## config.mk

```make
export PLATFORM = sky130hd
export DESIGN_NAME = tube_starting_voltage_search_core_flat
export DESIGN_NICKNAME = d
export VERILOG_FILES = /design/src/design/tsvs_pkg.sv /design/src/design/tsvs_in_if.sv /design/src/design/tsvs_out_if.sv /design/src/design/tsvs_cfg.sv /design/src/design/tsvs_ctrl.sv /design/src/design/tsvs_out_buf.sv /design/src/design/tube_starting_voltage_search_core.sv /design/src/flat_wrapper.sv
export SDC_FILE = /design/constraint.sdc
export NUM_CORES = 2
export LEC_CHECK = 0
export BUFFER_PORTS_ARGS = -buffer_cell sky130_fd_sc_hd__buf_2
export CAP_MARGIN = 20
export CORE_MARGIN = 2
export CORE_UTILIZATION = 35
export CTS_CLUSTER_SIZE = 10
export DETAILED_ROUTE_END_ITERATION = 10
export SLEW_MARGIN = 20
export SYNTH_ARGS = -nofsm -noshare
export SYNTH_HDL_FRONTEND = slang
export SYNTH_HIERARCHICAL = 1
export SYNTH_SLANG_ARGS = --single-unit
```

## constraint.sdc

```tcl
create_clock -name i_clk -period 7.7 [get_ports i_clk]
set_input_delay 1.155 -clock i_clk [delete_from_list [all_inputs] [get_ports i_clk]]
set_output_delay 1.155 -clock i_clk [all_outputs]
set_load 0.01 [all_outputs]
```

## src/design/tsvs_pkg.sv

```systemverilog
// ----------------------------------------------------------------------------
// tsvs_pkg
// Shared types and codes for the tube starting-voltage search: register bank
// view, request and result records, operation, command, status, register and
// phase codes.
// ----------------------------------------------------------------------------
`default_nettype none

package tsvs_pkg;

    typedef enum logic [1:0] {OP_START, OP_TICK, OP_MEASURE, OP_HV_ACK} t_op;
    typedef enum logic [1:0] {HV_NONE, HV_ENABLE, HV_DISABLE} t_hv_cmd;
    typedef enum logic [2:0] {
        ST_PENDING, ST_FOUND, ST_NOT_FOUND, ST_HV_ERROR, ST_MEAS_ERROR,
        ST_INVALID, ST_UNSAFE
    } t_status;
    typedef enum logic [2:0] {
        REG_START_V, REG_STEP_INC, REG_STEP_COUNT, REG_THRESHOLD,
        REG_WINDOW, REG_SETTLE, REG_REFERENCE, REG_MAX_DEV
    } t_reg;

    localparam logic [2:0] PH_IDLE     = 3'd0;
    localparam logic [2:0] PH_WAIT_ACK = 3'd1;
    localparam logic [2:0] PH_SETTLE   = 3'd2;
    localparam logic [2:0] PH_MEASURE  = 3'd3;
    localparam logic [2:0] PH_DONE     = 3'd4;

    typedef struct packed {
        logic [11:0] init_volt;
        logic [11:0] step_increment;
        logic [7:0]  step_count;
        logic [15:0] event_threshold;
        logic [7:0]  window_seconds;
        logic [15:0] settle_ms;
        logic [11:0] ref_volt;
        logic [7:0]  max_deviation_pct;
    } t_cfg;

    typedef struct packed {
        logic [1:0]  operation;
        logic        hv_ok;
        logic [15:0] meas_events;
        logic        meas_is_new;
        logic        meas_error;
    } t_item;

    typedef struct packed {
        logic [1:0]  hv_command;
        logic [11:0] hv_voltage;
        logic [2:0]  status;
        logic [11:0] onset_volt;
        logic [7:0]  onset_step;
        logic [31:0] onset_events;
        logic        first_step;
        logic        dev_ok;
        logic        done_res;
    } t_result;

endpackage

`default_nettype wire

```

## src/design/tsvs_in_if.sv

```systemverilog
// ----------------------------------------------------------------------------
// tsvs_in_if
// Request channel: operation code and measurement / acknowledge payload.
// ----------------------------------------------------------------------------
`default_nettype none

interface tsvs_in_if;
    logic        valid;
    logic        ready;
    logic [1:0]  operation;
    logic        hv_ok;
    logic [15:0] meas_events;
    logic        meas_is_new;
    logic        meas_error;

    modport source (
        output valid, operation, hv_ok, meas_events, meas_is_new, meas_error,
        input  ready
    );
    modport sink (
        input  valid, operation, hv_ok, meas_events, meas_is_new, meas_error,
        output ready
    );
endinterface

`default_nettype wire

```

## src/design/tsvs_out_if.sv

```systemverilog
// ----------------------------------------------------------------------------
// tsvs_out_if
// Result channel: HV command and test status / detection record.
// ----------------------------------------------------------------------------
`default_nettype none

interface tsvs_out_if;
    logic        valid;
    logic        ready;
    logic [1:0]  hv_command;
    logic [11:0] hv_voltage;
    logic [2:0]  status;
    logic [11:0] onset_volt;
    logic [7:0]  onset_step;
    logic [31:0] onset_events;
    logic        first_step;
    logic        dev_ok;
    logic        done_res;

    modport source (
        output valid, hv_command, hv_voltage, status, onset_volt,
               onset_step, onset_events, first_step, dev_ok, done_res,
        input  ready
    );
    modport sink (
        input  valid, hv_command, hv_voltage, status, onset_volt,
               onset_step, onset_events, first_step, dev_ok, done_res,
        output ready
    );
endinterface

`default_nettype wire

```

## src/design/tsvs_cfg.sv

```systemverilog
// ----------------------------------------------------------------------------
// tsvs_cfg
// Configuration register bank, write only.
// ----------------------------------------------------------------------------
`default_nettype none

module tsvs_cfg
    import tsvs_pkg::*;
(
    input  wire logic        i_clk,
    input  wire logic        i_rst_n,
    input  wire logic        i_cfg_we,
    input  wire logic [2:0]  i_cfg_idx,
    input  wire logic [15:0] i_cfg_wdata,
    output t_cfg             o_cfg
);

    t_cfg r_cfg;

    always_ff @(posedge i_clk) begin
        if (!i_rst_n) begin
            r_cfg.init_volt         <= 12'd350;
            r_cfg.step_increment    <= 12'd10;
            r_cfg.step_count        <= 8'd50;
            r_cfg.event_threshold   <= 16'd10;
            r_cfg.window_seconds    <= 8'd10;
            r_cfg.settle_ms         <= 16'd500;
            r_cfg.ref_volt          <= 12'd400;
            r_cfg.max_deviation_pct <= 8'd10;
        end else if (i_cfg_we) begin
            case (i_cfg_idx)
                REG_START_V:    r_cfg.init_volt         <= i_cfg_wdata[11:0];
                REG_STEP_INC:   r_cfg.step_increment    <= i_cfg_wdata[11:0];
                REG_STEP_COUNT: r_cfg.step_count        <= i_cfg_wdata[7:0];
                REG_THRESHOLD:  r_cfg.event_threshold   <= i_cfg_wdata;
                REG_WINDOW:     r_cfg.window_seconds    <= i_cfg_wdata[7:0];
                REG_SETTLE:     r_cfg.settle_ms         <= i_cfg_wdata;
                REG_REFERENCE:  r_cfg.ref_volt          <= i_cfg_wdata[11:0];
                REG_MAX_DEV:    r_cfg.max_deviation_pct <= i_cfg_wdata[7:0];
                default: ;
            endcase
        end
    end

    assign o_cfg = r_cfg;

endmodule

`default_nettype wire

```

## src/design/tsvs_ctrl.sv

```systemverilog
// ----------------------------------------------------------------------------
// tsvs_ctrl
// Search sequencer: updates the test state for each accepted request and
// forms its result record in the same cycle.
// ----------------------------------------------------------------------------
`default_nettype none

module tsvs_ctrl
    import tsvs_pkg::*;
#(
    parameter int VOLT_FLOOR     = 0,
    parameter int VOLT_CEIL      = 4095,
    parameter int VOLT_ABS_LIMIT = 4095
) (
    input  wire logic i_clk,
    input  wire logic i_rst_n,
    input  t_cfg      i_cfg,
    input  wire logic i_accept,
    input  t_item     i_item,
    output t_result   o_result
);

    localparam logic [11:0] MinV      = 12'(VOLT_FLOOR);
    localparam logic [11:0] MaxV      = 12'(VOLT_CEIL);
    localparam logic [20:0] AbsMaxV   = 21'(VOLT_ABS_LIMIT);
    localparam logic        BadLimits = (VOLT_ABS_LIMIT <= 0) ||
                                        (VOLT_FLOOR > VOLT_CEIL);

    logic [2:0]  r_phase,   n_phase;
    logic [7:0]  r_step,    n_step;
    logic [11:0] r_volt,    n_volt;
    logic [15:0] r_settle,  n_settle;
    logic [7:0]  r_sec,     n_sec;
    logic [31:0] r_sum,     n_sum;
    logic [2:0]  r_status,  n_status;
    logic [11:0] r_fvolt,   n_fvolt;
    logic [7:0]  r_fstep,   n_fstep;
    logic [31:0] r_fevents, n_fevents;
    logic        r_ffirst,  n_ffirst;
    logic        r_fpass,   n_fpass;

    logic [1:0]  cmd;
    logic [11:0] volt;
    logic [19:0] span;
    logic [20:0] last_v;
    logic        cfg_bad;
    logic [7:0]  step_nxt;
    logic [11:0] volt_nxt;
    logic [15:0] settle_inc;
    logic [7:0]  sec_inc;
    logic [32:0] sum_add;
    logic [31:0] sum_new;
    logic [11:0] diff;
    logic [18:0] dev_lhs;
    logic [19:0] dev_rhs;
    logic        pass;

    // datapath terms
    always_comb begin
        span     = 20'(i_cfg.step_count - 8'd1) * 20'(i_cfg.step_increment);
        last_v   = 21'(i_cfg.init_volt) + 21'(span);
        cfg_bad  = (i_cfg.step_count == 8'd0) || (i_cfg.event_threshold == 16'd0) ||
                   (i_cfg.window_seconds == 8'd0) || (i_cfg.step_increment == 12'd0) ||
                   (i_cfg.ref_volt == 12'd0) || BadLimits ||
                   (i_cfg.init_volt < MinV) || (i_cfg.init_volt > MaxV);
        step_nxt = r_step + 8'd1;
        volt_nxt = i_cfg.init_volt +
                   12'(20'(step_nxt) * 20'(i_cfg.step_increment));
        settle_inc = r_settle + 16'd1;
        sec_inc    = r_sec + 8'd1;
        sum_add    = 33'(r_sum) + 33'(i_item.meas_events);
        if (!i_item.meas_is_new) begin
            sum_new = r_sum;
        end else if (sum_add[32]) begin
            sum_new = '1;
        end else begin
            sum_new = sum_add[31:0];
        end
        diff    = (r_volt > i_cfg.ref_volt) ? r_volt - i_cfg.ref_volt
                                            : i_cfg.ref_volt - r_volt;
        dev_lhs = 19'(diff) * 19'd100;
        dev_rhs = 20'(i_cfg.max_deviation_pct) * 20'(i_cfg.ref_volt);
        pass    = 20'(dev_lhs) < dev_rhs;
    end

    // state update
    always_comb begin
        n_phase   = r_phase;
        n_step    = r_step;
        n_volt    = r_volt;
        n_settle  = r_settle;
        n_sec     = r_sec;
        n_sum     = r_sum;
        n_status  = r_status;
        n_fvolt   = r_fvolt;
        n_fstep   = r_fstep;
        n_fevents = r_fevents;
        n_ffirst  = r_ffirst;
        n_fpass   = r_fpass;
        cmd       = HV_NONE;
        volt      = 12'd0;

        case (i_item.operation)
            OP_START: begin
                if (r_phase == PH_IDLE || r_phase == PH_DONE) begin
                    n_fvolt   = 12'd0;
                    n_fstep   = 8'd0;
                    n_fevents = 32'd0;
                    n_ffirst  = 1'b0;
                    n_fpass   = 1'b0;
                    n_step    = 8'd0;
                    n_settle  = 16'd0;
                    n_sec     = 8'd0;
                    n_sum     = 32'd0;
                    if (cfg_bad) begin
                        n_status = ST_INVALID;
                        n_phase  = PH_DONE;
                    end else if (last_v > AbsMaxV) begin
                        n_status = ST_UNSAFE;
                        n_phase  = PH_DONE;
                    end else begin
                        n_status = ST_PENDING;
                        n_volt   = i_cfg.init_volt;
                        cmd      = HV_ENABLE;
                        volt     = i_cfg.init_volt;
                        n_phase  = PH_WAIT_ACK;
                    end
                end
            end
            OP_HV_ACK: begin
                if (r_phase == PH_WAIT_ACK) begin
                    if (!i_item.hv_ok) begin
                        n_status = ST_HV_ERROR;
                        n_phase  = PH_DONE;
                        cmd      = HV_DISABLE;
                    end else begin
                        n_settle = 16'd0;
                        if (i_cfg.settle_ms == 16'd0) begin
                            n_phase = PH_MEASURE;
                            n_sec   = 8'd0;
                            n_sum   = 32'd0;
                        end else begin
                            n_phase = PH_SETTLE;
                        end
                    end
                end
            end
            OP_TICK: begin
                if (r_phase == PH_SETTLE) begin
                    n_settle = settle_inc;
                    if (settle_inc >= i_cfg.settle_ms) begin
                        n_phase = PH_MEASURE;
                        n_sec   = 8'd0;
                        n_sum   = 32'd0;
                    end
                end
            end
            OP_MEASURE: begin
                if (r_phase == PH_MEASURE) begin
                    if (i_item.meas_error) begin
                        n_status = ST_MEAS_ERROR;
                        n_phase  = PH_DONE;
                        cmd      = HV_DISABLE;
                    end else begin
                        n_sum = sum_new;
                        n_sec = sec_inc;
                        if (sec_inc >= i_cfg.window_seconds) begin
                            if (sum_new >= 32'(i_cfg.event_threshold)) begin
                                n_fvolt   = r_volt;
                                n_fstep   = r_step;
                                n_fevents = sum_new;
                                n_ffirst  = (r_step == 8'd0);
                                n_fpass   = pass;
                                n_status  = ST_FOUND;
                                n_phase   = PH_DONE;
                                cmd       = HV_DISABLE;
                            end else if (9'(r_step) + 9'd1 < 9'(i_cfg.step_count)) begin
                                n_step  = step_nxt;
                                n_volt  = volt_nxt;
                                cmd     = HV_ENABLE;
                                volt    = volt_nxt;
                                n_phase = PH_WAIT_ACK;
                            end else begin
                                n_status = ST_NOT_FOUND;
                                n_phase  = PH_DONE;
                                cmd      = HV_DISABLE;
                            end
                        end
                    end
                end
            end
            default: ;
        endcase
    end

    always_ff @(posedge i_clk) begin
        if (!i_rst_n) begin
            r_phase   <= PH_IDLE;
            r_step    <= 8'd0;
            r_volt    <= 12'd0;
            r_settle  <= 16'd0;
            r_sec     <= 8'd0;
            r_sum     <= 32'd0;
            r_status  <= ST_PENDING;
            r_fvolt   <= 12'd0;
            r_fstep   <= 8'd0;
            r_fevents <= 32'd0;
            r_ffirst  <= 1'b0;
            r_fpass   <= 1'b0;
        end else if (i_accept) begin
            r_phase   <= n_phase;
            r_step    <= n_step;
            r_volt    <= n_volt;
            r_settle  <= n_settle;
            r_sec     <= n_sec;
            r_sum     <= n_sum;
            r_status  <= n_status;
            r_fvolt   <= n_fvolt;
            r_fstep   <= n_fstep;
            r_fevents <= n_fevents;
            r_ffirst  <= n_ffirst;
            r_fpass   <= n_fpass;
        end
    end

    always_comb begin
        o_result.hv_command   = cmd;
        o_result.hv_voltage   = volt;
        o_result.status       = n_status;
        o_result.onset_volt   = n_fvolt;
        o_result.onset_step   = n_fstep;
        o_result.onset_events = n_fevents;
        o_result.first_step   = n_ffirst;
        o_result.dev_ok       = n_fpass;
        o_result.done_res     = (n_phase == PH_DONE);
    end

endmodule

`default_nettype wire

```

## src/design/tsvs_out_buf.sv

```systemverilog
// ----------------------------------------------------------------------------
// tsvs_out_buf
// Result register with a skid stage so the request side can hand over one more
// request while the receiver stalls.
// ----------------------------------------------------------------------------
`default_nettype none

module tsvs_out_buf
    import tsvs_pkg::*;
(
    input  wire logic  i_clk,
    input  wire logic  i_rst_n,
    input  wire logic  i_push,
    input  t_result    i_data,
    output logic       o_ready,
    tsvs_out_if.source o_res
);

    logic    r_out_valid;
    logic    r_skid_valid;
    t_result r_out;
    t_result r_skid;
    logic    out_free;

    assign out_free = !r_out_valid || o_res.ready;
    assign o_ready  = !r_skid_valid;

    always_ff @(posedge i_clk) begin
        if (!i_rst_n) begin
            r_out_valid  <= 1'b0;
            r_skid_valid <= 1'b0;
        end else if (out_free) begin
            if (r_skid_valid) begin
                r_out_valid  <= 1'b1;
                r_skid_valid <= 1'b0;
            end else begin
                r_out_valid <= i_push;
            end
        end else if (i_push) begin
            r_skid_valid <= 1'b1;
        end
    end

    always_ff @(posedge i_clk) begin
        if (out_free) begin
            if (r_skid_valid) begin
                r_out <= r_skid;
            end else if (i_push) begin
                r_out <= i_data;
            end
        end else if (i_push) begin
            r_skid <= i_data;
        end
    end

    always_comb begin
        o_res.valid        = r_out_valid;
        o_res.hv_command   = r_out.hv_command;
        o_res.hv_voltage   = r_out.hv_voltage;
        o_res.status       = r_out.status;
        o_res.onset_volt   = r_out.onset_volt;
        o_res.onset_step   = r_out.onset_step;
        o_res.onset_events = r_out.onset_events;
        o_res.first_step   = r_out.first_step;
        o_res.dev_ok       = r_out.dev_ok;
        o_res.done_res     = r_out.done_res;
    end

endmodule

`default_nettype wire

```

## src/design/tube_starting_voltage_search_core.sv

```systemverilog
// ----------------------------------------------------------------------------
// tube_starting_voltage_search_core
// Ramps a detector tube's HV step by step to find its starting voltage.
// Requests on i_req: start, millisecond tick, one-second measurement and
// HV-set acknowledge. Every request gives exactly one result on o_res,
// carrying the HV command to issue (enable at a voltage, or disable) and
// the test status with the detection record.
// Result: each taken request's result is written to the result register,
// or to the skid stage while the receiver stalls. Throughput: one request
// per cycle while i_req.ready is high; the state update and result forming
// are combinational between the state registers and the result register.
// Stall: a result register plus a skid stage; with the receiver stalled
// one more request is taken, then i_req.ready drops until the skid entry moves up.
// Reset: synchronous, active low; registers return to their defaults,
// the test goes idle with status pending and no results are held.
// Configuration writes (i_cfg_we/i_cfg_idx/i_cfg_wdata) apply at the next
// edge and are used by the next request that reads them.
// ----------------------------------------------------------------------------
`default_nettype none

module tube_starting_voltage_search_core
    import tsvs_pkg::*;
#(
    parameter int VOLT_FLOOR     = 0,
    parameter int VOLT_CEIL      = 4095,
    parameter int VOLT_ABS_LIMIT = 4095
) (
    input  wire logic        i_clk,
    input  wire logic        i_rst_n,
    input  wire logic        i_cfg_we,
    input  wire logic [2:0]  i_cfg_idx,
    input  wire logic [15:0] i_cfg_wdata,
    tsvs_in_if.sink          i_req,
    tsvs_out_if.source       o_res
);

    t_cfg    cfg;
    t_item   item;
    t_result result;
    logic    buf_ready;
    logic    accept;

    assign i_req.ready = buf_ready;
    assign accept      = i_req.valid && buf_ready;

    always_comb begin
        item.operation   = i_req.operation;
        item.hv_ok       = i_req.hv_ok;
        item.meas_events = i_req.meas_events;
        item.meas_is_new = i_req.meas_is_new;
        item.meas_error  = i_req.meas_error;
    end

    tsvs_cfg u_cfg (
        .i_clk       (i_clk),
        .i_rst_n     (i_rst_n),
        .i_cfg_we    (i_cfg_we),
        .i_cfg_idx   (i_cfg_idx),
        .i_cfg_wdata (i_cfg_wdata),
        .o_cfg       (cfg)
    );

    tsvs_ctrl #(
        .VOLT_FLOOR     (VOLT_FLOOR),
        .VOLT_CEIL      (VOLT_CEIL),
        .VOLT_ABS_LIMIT (VOLT_ABS_LIMIT)
    ) u_ctrl (
        .i_clk    (i_clk),
        .i_rst_n  (i_rst_n),
        .i_cfg    (cfg),
        .i_accept (accept),
        .i_item   (item),
        .o_result (result)
    );

    tsvs_out_buf u_out_buf (
        .i_clk   (i_clk),
        .i_rst_n (i_rst_n),
        .i_push  (accept),
        .i_data  (result),
        .o_ready (buf_ready),
        .o_res   (o_res)
    );

endmodule

`default_nettype wire

```

## src/flat_wrapper.sv

```systemverilog
// flat-port wrapper written by rule: the top's interface ports become plain ports
module tube_starting_voltage_search_core_flat import tsvs_pkg::*;
#(
    parameter int VOLT_FLOOR     = 0,
    parameter int VOLT_CEIL      = 4095,
    parameter int VOLT_ABS_LIMIT = 4095
)
  (i_clk, i_rst_n, i_cfg_we, i_cfg_idx, i_cfg_wdata, i_req_valid, i_req_operation, i_req_hv_ok, i_req_meas_events, i_req_meas_is_new, i_req_meas_error, i_req_ready, o_res_valid, o_res_hv_command, o_res_hv_voltage, o_res_status, o_res_onset_volt, o_res_onset_step, o_res_onset_events, o_res_first_step, o_res_dev_ok, o_res_done_res, o_res_ready);
  tsvs_in_if i_req_i ();
  tsvs_out_if o_res_i ();
  input  wire logic i_clk;
  input  wire logic i_rst_n;
  input  wire logic i_cfg_we;
  input  wire logic [2:0] i_cfg_idx;
  input  wire logic [15:0] i_cfg_wdata;
  input wire logic [$bits(i_req_i.valid)-1:0] i_req_valid;
  input wire logic [$bits(i_req_i.operation)-1:0] i_req_operation;
  input wire logic [$bits(i_req_i.hv_ok)-1:0] i_req_hv_ok;
  input wire logic [$bits(i_req_i.meas_events)-1:0] i_req_meas_events;
  input wire logic [$bits(i_req_i.meas_is_new)-1:0] i_req_meas_is_new;
  input wire logic [$bits(i_req_i.meas_error)-1:0] i_req_meas_error;
  output wire logic [$bits(i_req_i.ready)-1:0] i_req_ready;
  output wire logic [$bits(o_res_i.valid)-1:0] o_res_valid;
  output wire logic [$bits(o_res_i.hv_command)-1:0] o_res_hv_command;
  output wire logic [$bits(o_res_i.hv_voltage)-1:0] o_res_hv_voltage;
  output wire logic [$bits(o_res_i.status)-1:0] o_res_status;
  output wire logic [$bits(o_res_i.onset_volt)-1:0] o_res_onset_volt;
  output wire logic [$bits(o_res_i.onset_step)-1:0] o_res_onset_step;
  output wire logic [$bits(o_res_i.onset_events)-1:0] o_res_onset_events;
  output wire logic [$bits(o_res_i.first_step)-1:0] o_res_first_step;
  output wire logic [$bits(o_res_i.dev_ok)-1:0] o_res_dev_ok;
  output wire logic [$bits(o_res_i.done_res)-1:0] o_res_done_res;
  input wire logic [$bits(o_res_i.ready)-1:0] o_res_ready;
  assign i_req_i.valid = i_req_valid;
  assign i_req_i.operation = i_req_operation;
  assign i_req_i.hv_ok = i_req_hv_ok;
  assign i_req_i.meas_events = i_req_meas_events;
  assign i_req_i.meas_is_new = i_req_meas_is_new;
  assign i_req_i.meas_error = i_req_meas_error;
  assign i_req_ready = i_req_i.ready;
  assign o_res_valid = o_res_i.valid;
  assign o_res_hv_command = o_res_i.hv_command;
  assign o_res_hv_voltage = o_res_i.hv_voltage;
  assign o_res_status = o_res_i.status;
  assign o_res_onset_volt = o_res_i.onset_volt;
  assign o_res_onset_step = o_res_i.onset_step;
  assign o_res_onset_events = o_res_i.onset_events;
  assign o_res_first_step = o_res_i.first_step;
  assign o_res_dev_ok = o_res_i.dev_ok;
  assign o_res_done_res = o_res_i.done_res;
  assign o_res_i.ready = o_res_ready;
  tube_starting_voltage_search_core #(.VOLT_FLOOR(VOLT_FLOOR), .VOLT_CEIL(VOLT_CEIL), .VOLT_ABS_LIMIT(VOLT_ABS_LIMIT)) u_core (.i_clk(i_clk), .i_rst_n(i_rst_n), .i_cfg_we(i_cfg_we), .i_cfg_idx(i_cfg_idx), .i_cfg_wdata(i_cfg_wdata), .i_req(i_req_i), .o_res(o_res_i));
endmodule
```

==> results.json <==
{
  "outcome": "finished, violations left",
  "violations": "setup timing",
  "synth_seq_cells": 374,
  "cp-start-kind": "flop",
  "gp_congestion": 0.894,
  "setup_slack_ps": -113,
  "dr.pass1.iters": 7,
  "worstReg2RegStart": "u_core/u_cfg/o_cfg[61]",
  "fillers": 8347,
  "numPortBuffers": 118,
  "grt_antenna_before_repair": 8,
  "num_vias": 23300,
  "cpPeakStageDelay_ps": 520,
  "layout_min_cycle_time_ps": 7810,
  "grt_pass1_wl_um": 124000,
  "drive_gt1_share_pct": 14.7,
  "tightestPinTransition_ps": 1010,
  "ir_worst_vdd_mv": 0.127,
  "hold_buffers": 0,
  "fin_util_pct": 40.5,
  "yosysWarnings": 6,
  "synthesis.area_mm2": 0.0300,
  "cp_max_fo": 3,
  "clk_pin_slew_ps": 60,
  "syn-num-nets": 3713,
  "r2r_slack_ps": -110,
  "grt_pass1_vias": 22000,
  "drcViolationCount": 0,
  "reg2reg_to": "u_core/u_out_buf/o_res.status[2]",
  "skew_ps": 28.2,
  "cts_sinks": 374,
  "async_reset_ff_share_pct": 0,
  "hp-class": "flop to flop",
  "clock_path_buffers": 3,
  "synth_cell_type_count": 87,
  "critPathKind": "flop to flop",
  "row_count": 107,
  "cp-endpoint": "u_core/u_out_buf/o_res.status[2]",
  "synth-edff-count": 144,
  "rr_worst_depth": 34,
  "grt_max_degree": 73,
  "post_drt_wl_per_cell_um": 17.5,
  "ys_seq_area_share_pct": 29.8,
  "hold_viol": 0,
  "critPathLaunch": "u_core/u_cfg/o_cfg[61]",
  "placed_cell_area_mm2": 0.0324,
  "rsz0062_at_grt": "true",
  "synth_ff_type": "dfxtp_1",
  "slew_headroom_pct": 31.9,
  "routed_wl_um": 79400,
  "grt.total_usage_pct": 17.8,
  "setup_viol": 15,
  "coreArea_mm2": 0.0850,
  "layout.nets": 3869,
  "fp.dieH_um": 297,
  "drt_iter0_drc": 1625,
  "crit_top_cell": "fa_1",
  "final_max_slew_viol_count": 0,
  "antenna_left": 0,
  "cp-end-kind": "flop",
  "cts_buffers": 45,
  "layout_common_cells": "inv_1 (357), nand2_1 (343), ha_1 (272), dfxtp_1 (227), fa_1 (188)",
  "final_area_mm2": 0.0344,
  "initial_core_util_pct": 35.3,
  "dp_hpwl_um": 59500,
  "vias_per_cell": 5.13,
  "cts_tree": "built",
  "timing.fmax_mhz": 128,
  "cts_root_buf": "clkbuf_16",
  "pre_cts_slack_ps": -308,
  "max-cap-violations": 0,
  "post-route-period-util_pct": 101,
  "chipWidth_um": 297,
  "arrival_ps": 8140,
  "ioPinCount": 119,
  "htree_levels": 2,
  "area_growth_pct": 14.7,
  "clock_latency_ps": 590,
  "syn_avg_cell_area_um2": 9.36,
  "final_common_cell": "inv_1",
  "p_per_area_mw_per_mm2": 173,
  "synth_cells": 3203,
  "die_area_mm2": 0.0880,
  "grt_overflow": 0,
  "required_ps": 8030,
  "critPathSlowestCell": "or4_1",
  "p_leak_nw": 15.5
}
critical path, delay by kind of cell, from the launching register on:
family | cells | cell delay (ps)
AOI/OAI and AO/OA | 8 | 1140
xor gates and xnor gates | 1 | 130
adders and majority gates | 8 | 3150
buffers and inverters | 7 | 620
DFF | 1 | 360
muxes | 1 | 280
and+or+nand+nor | 9 | 1890
timing repair:
action | 4_1_cts | 5_1_grt
setup buffers | 13 | 12
resized for setup | 27 | 60
gates cloned | 2 | 1
endpoints found under the setup margin | 45 | 51
pin swaps | 19 | 21
stage by stage:
stage / TNS [ps] / cells / total power, W / hold slack (ps)
after floorplan: 0 / 3203 / 0.00330 / 432
after global placement: -1740 / 4430 / 0.00384 / 442
after detailed placement: -8170 / 4431 / 0.00387 / 449
after CTS: -2020 / 4524 / 0.00594 / 462
after global routing: -12320 / 4535 / 0.00631 / 477
final: -790 / 4535 / 0.00594 / 460
logic make-up after synthesis:
group / after synthesis / share of synthesized area, %
buf+inv: 529 / 7.03
xor+xnor: 126 / 3.68
flops: 374 / 29.8
mux: 179 / 6.89
simple gates: 966 / 16.0
compound gates: 564 / 12.5
fa+ha+maj: 465 / 24.1
Yosys cell counts, types with 48 or more instances:
cell type	count	area share, %
a21oi_1	152	2.5
mux2i_1	105	3.5
edfxtp_1	144	14
a22o_1	74	2.2
o21ai_0	124	2.1
nand3_1	95	1.6
mux2_4	48	2.4
xnor2_1	74	2.2
dfxtp_1	230	15
nor2_1	133	1.7
xor2_1	52	1.5
inv_1	361	4.5
fa_1	188	13
nor2b_1	93	1.9
clkbuf_1	131	1.6
ha_1	277	12
nand2_1	344	4.3
and2_1	95	2.0
report_power, final:
part	leakage (nW)	switching (W)	internal, W
Clock	0.658	0.000835	0.00118
Combinational	11.6	0.000999	0.000774
Sequential	3.24	0.0000384	0.00211
Total	15.5	0.00187	0.00407
state kept, by name, indices dropped and copies added (netlist names), 2 cells and up:
| name | flops |
|---|---|
| u_core/u_ctrl/r_phase | 3 |
| u_core/u_ctrl/r_sum | 32 |
| u_core/u_out_buf/o_res.hv_command | 2 |
| u_core/u_cfg/o_cfg | 92 |
| u_core/u_ctrl/r_volt | 12 |
| u_core/u_ctrl/r_settle | 16 |
| u_core/u_out_buf/o_res.onset_events | 32 |
| u_core/u_out_buf/o_res.onset_volt | 12 |
| u_core/u_out_buf/o_res.onset_step | 8 |
| u_core/u_out_buf/r_skid | 72 |
| u_core/u_ctrl/r_sec | 8 |
| u_core/u_ctrl/r_fevents | 32 |
| u_core/u_ctrl/r_step | 8 |
| u_core/u_ctrl/r_status | 3 |
| u_core/u_ctrl/r_fvolt | 12 |
| u_core/u_out_buf/o_res.hv_voltage | 12 |
| u_core/u_ctrl/r_fstep | 8 |
| u_core/u_out_buf/o_res.status | 3 |
worst min-delay path by stage:
stage                                           start                     endpoint  slack (ps)  cells after the start
after global placement    u_core/u_ctrl/r_fevents[18]  u_core/u_ctrl/r_fevents[18]         440                      1
after global routing           u_core/u_ctrl/r_sec[7]       u_core/u_ctrl/r_sec[7]         480                      2
after floorplan           u_core/u_ctrl/r_fevents[17]  u_core/u_ctrl/r_fevents[17]         430                      1
after detailed placement  u_core/u_ctrl/r_fevents[20]  u_core/u_ctrl/r_fevents[20]         450                      1
after CTS                 u_core/u_ctrl/r_fevents[20]  u_core/u_ctrl/r_fevents[20]         460                      1
final                     u_core/u_ctrl/r_fevents[22]  u_core/u_ctrl/r_fevents[22]         460                      1
cell type report:
cell class	instances	area (um^2)	area share, %
multi-input cells	2300	19400	56.3
clock buffers	71	1250	3.65
repair buffers	275	1920	5.58
diodes	1	2.50	0.00728
clock inverters	7	120	0.349
inverters	363	1370	3.98
flip-flops and latches	374	8940	26.0
well taps	1144	1430	4.16
routing by layer:
| metal | global-route usage, % | vias to the layer above | routed length [um] | part of all wire, % |
|---|---|---|---|---|
| li1 | - | 11200 | - | - |
| met1 | 26.0 | 11300 | 38100 | 48 |
| met2 | 26.4 | 609 | 34100 | 43 |
| met3 | 3.41 | 127 | 5090 | 6.4 |
| met4 | 5.28 | 10 | 2040 | 2.6 |
| met5 | 0 | - | 69 | 0.087 |
Power figures use the tool's default switching activity.
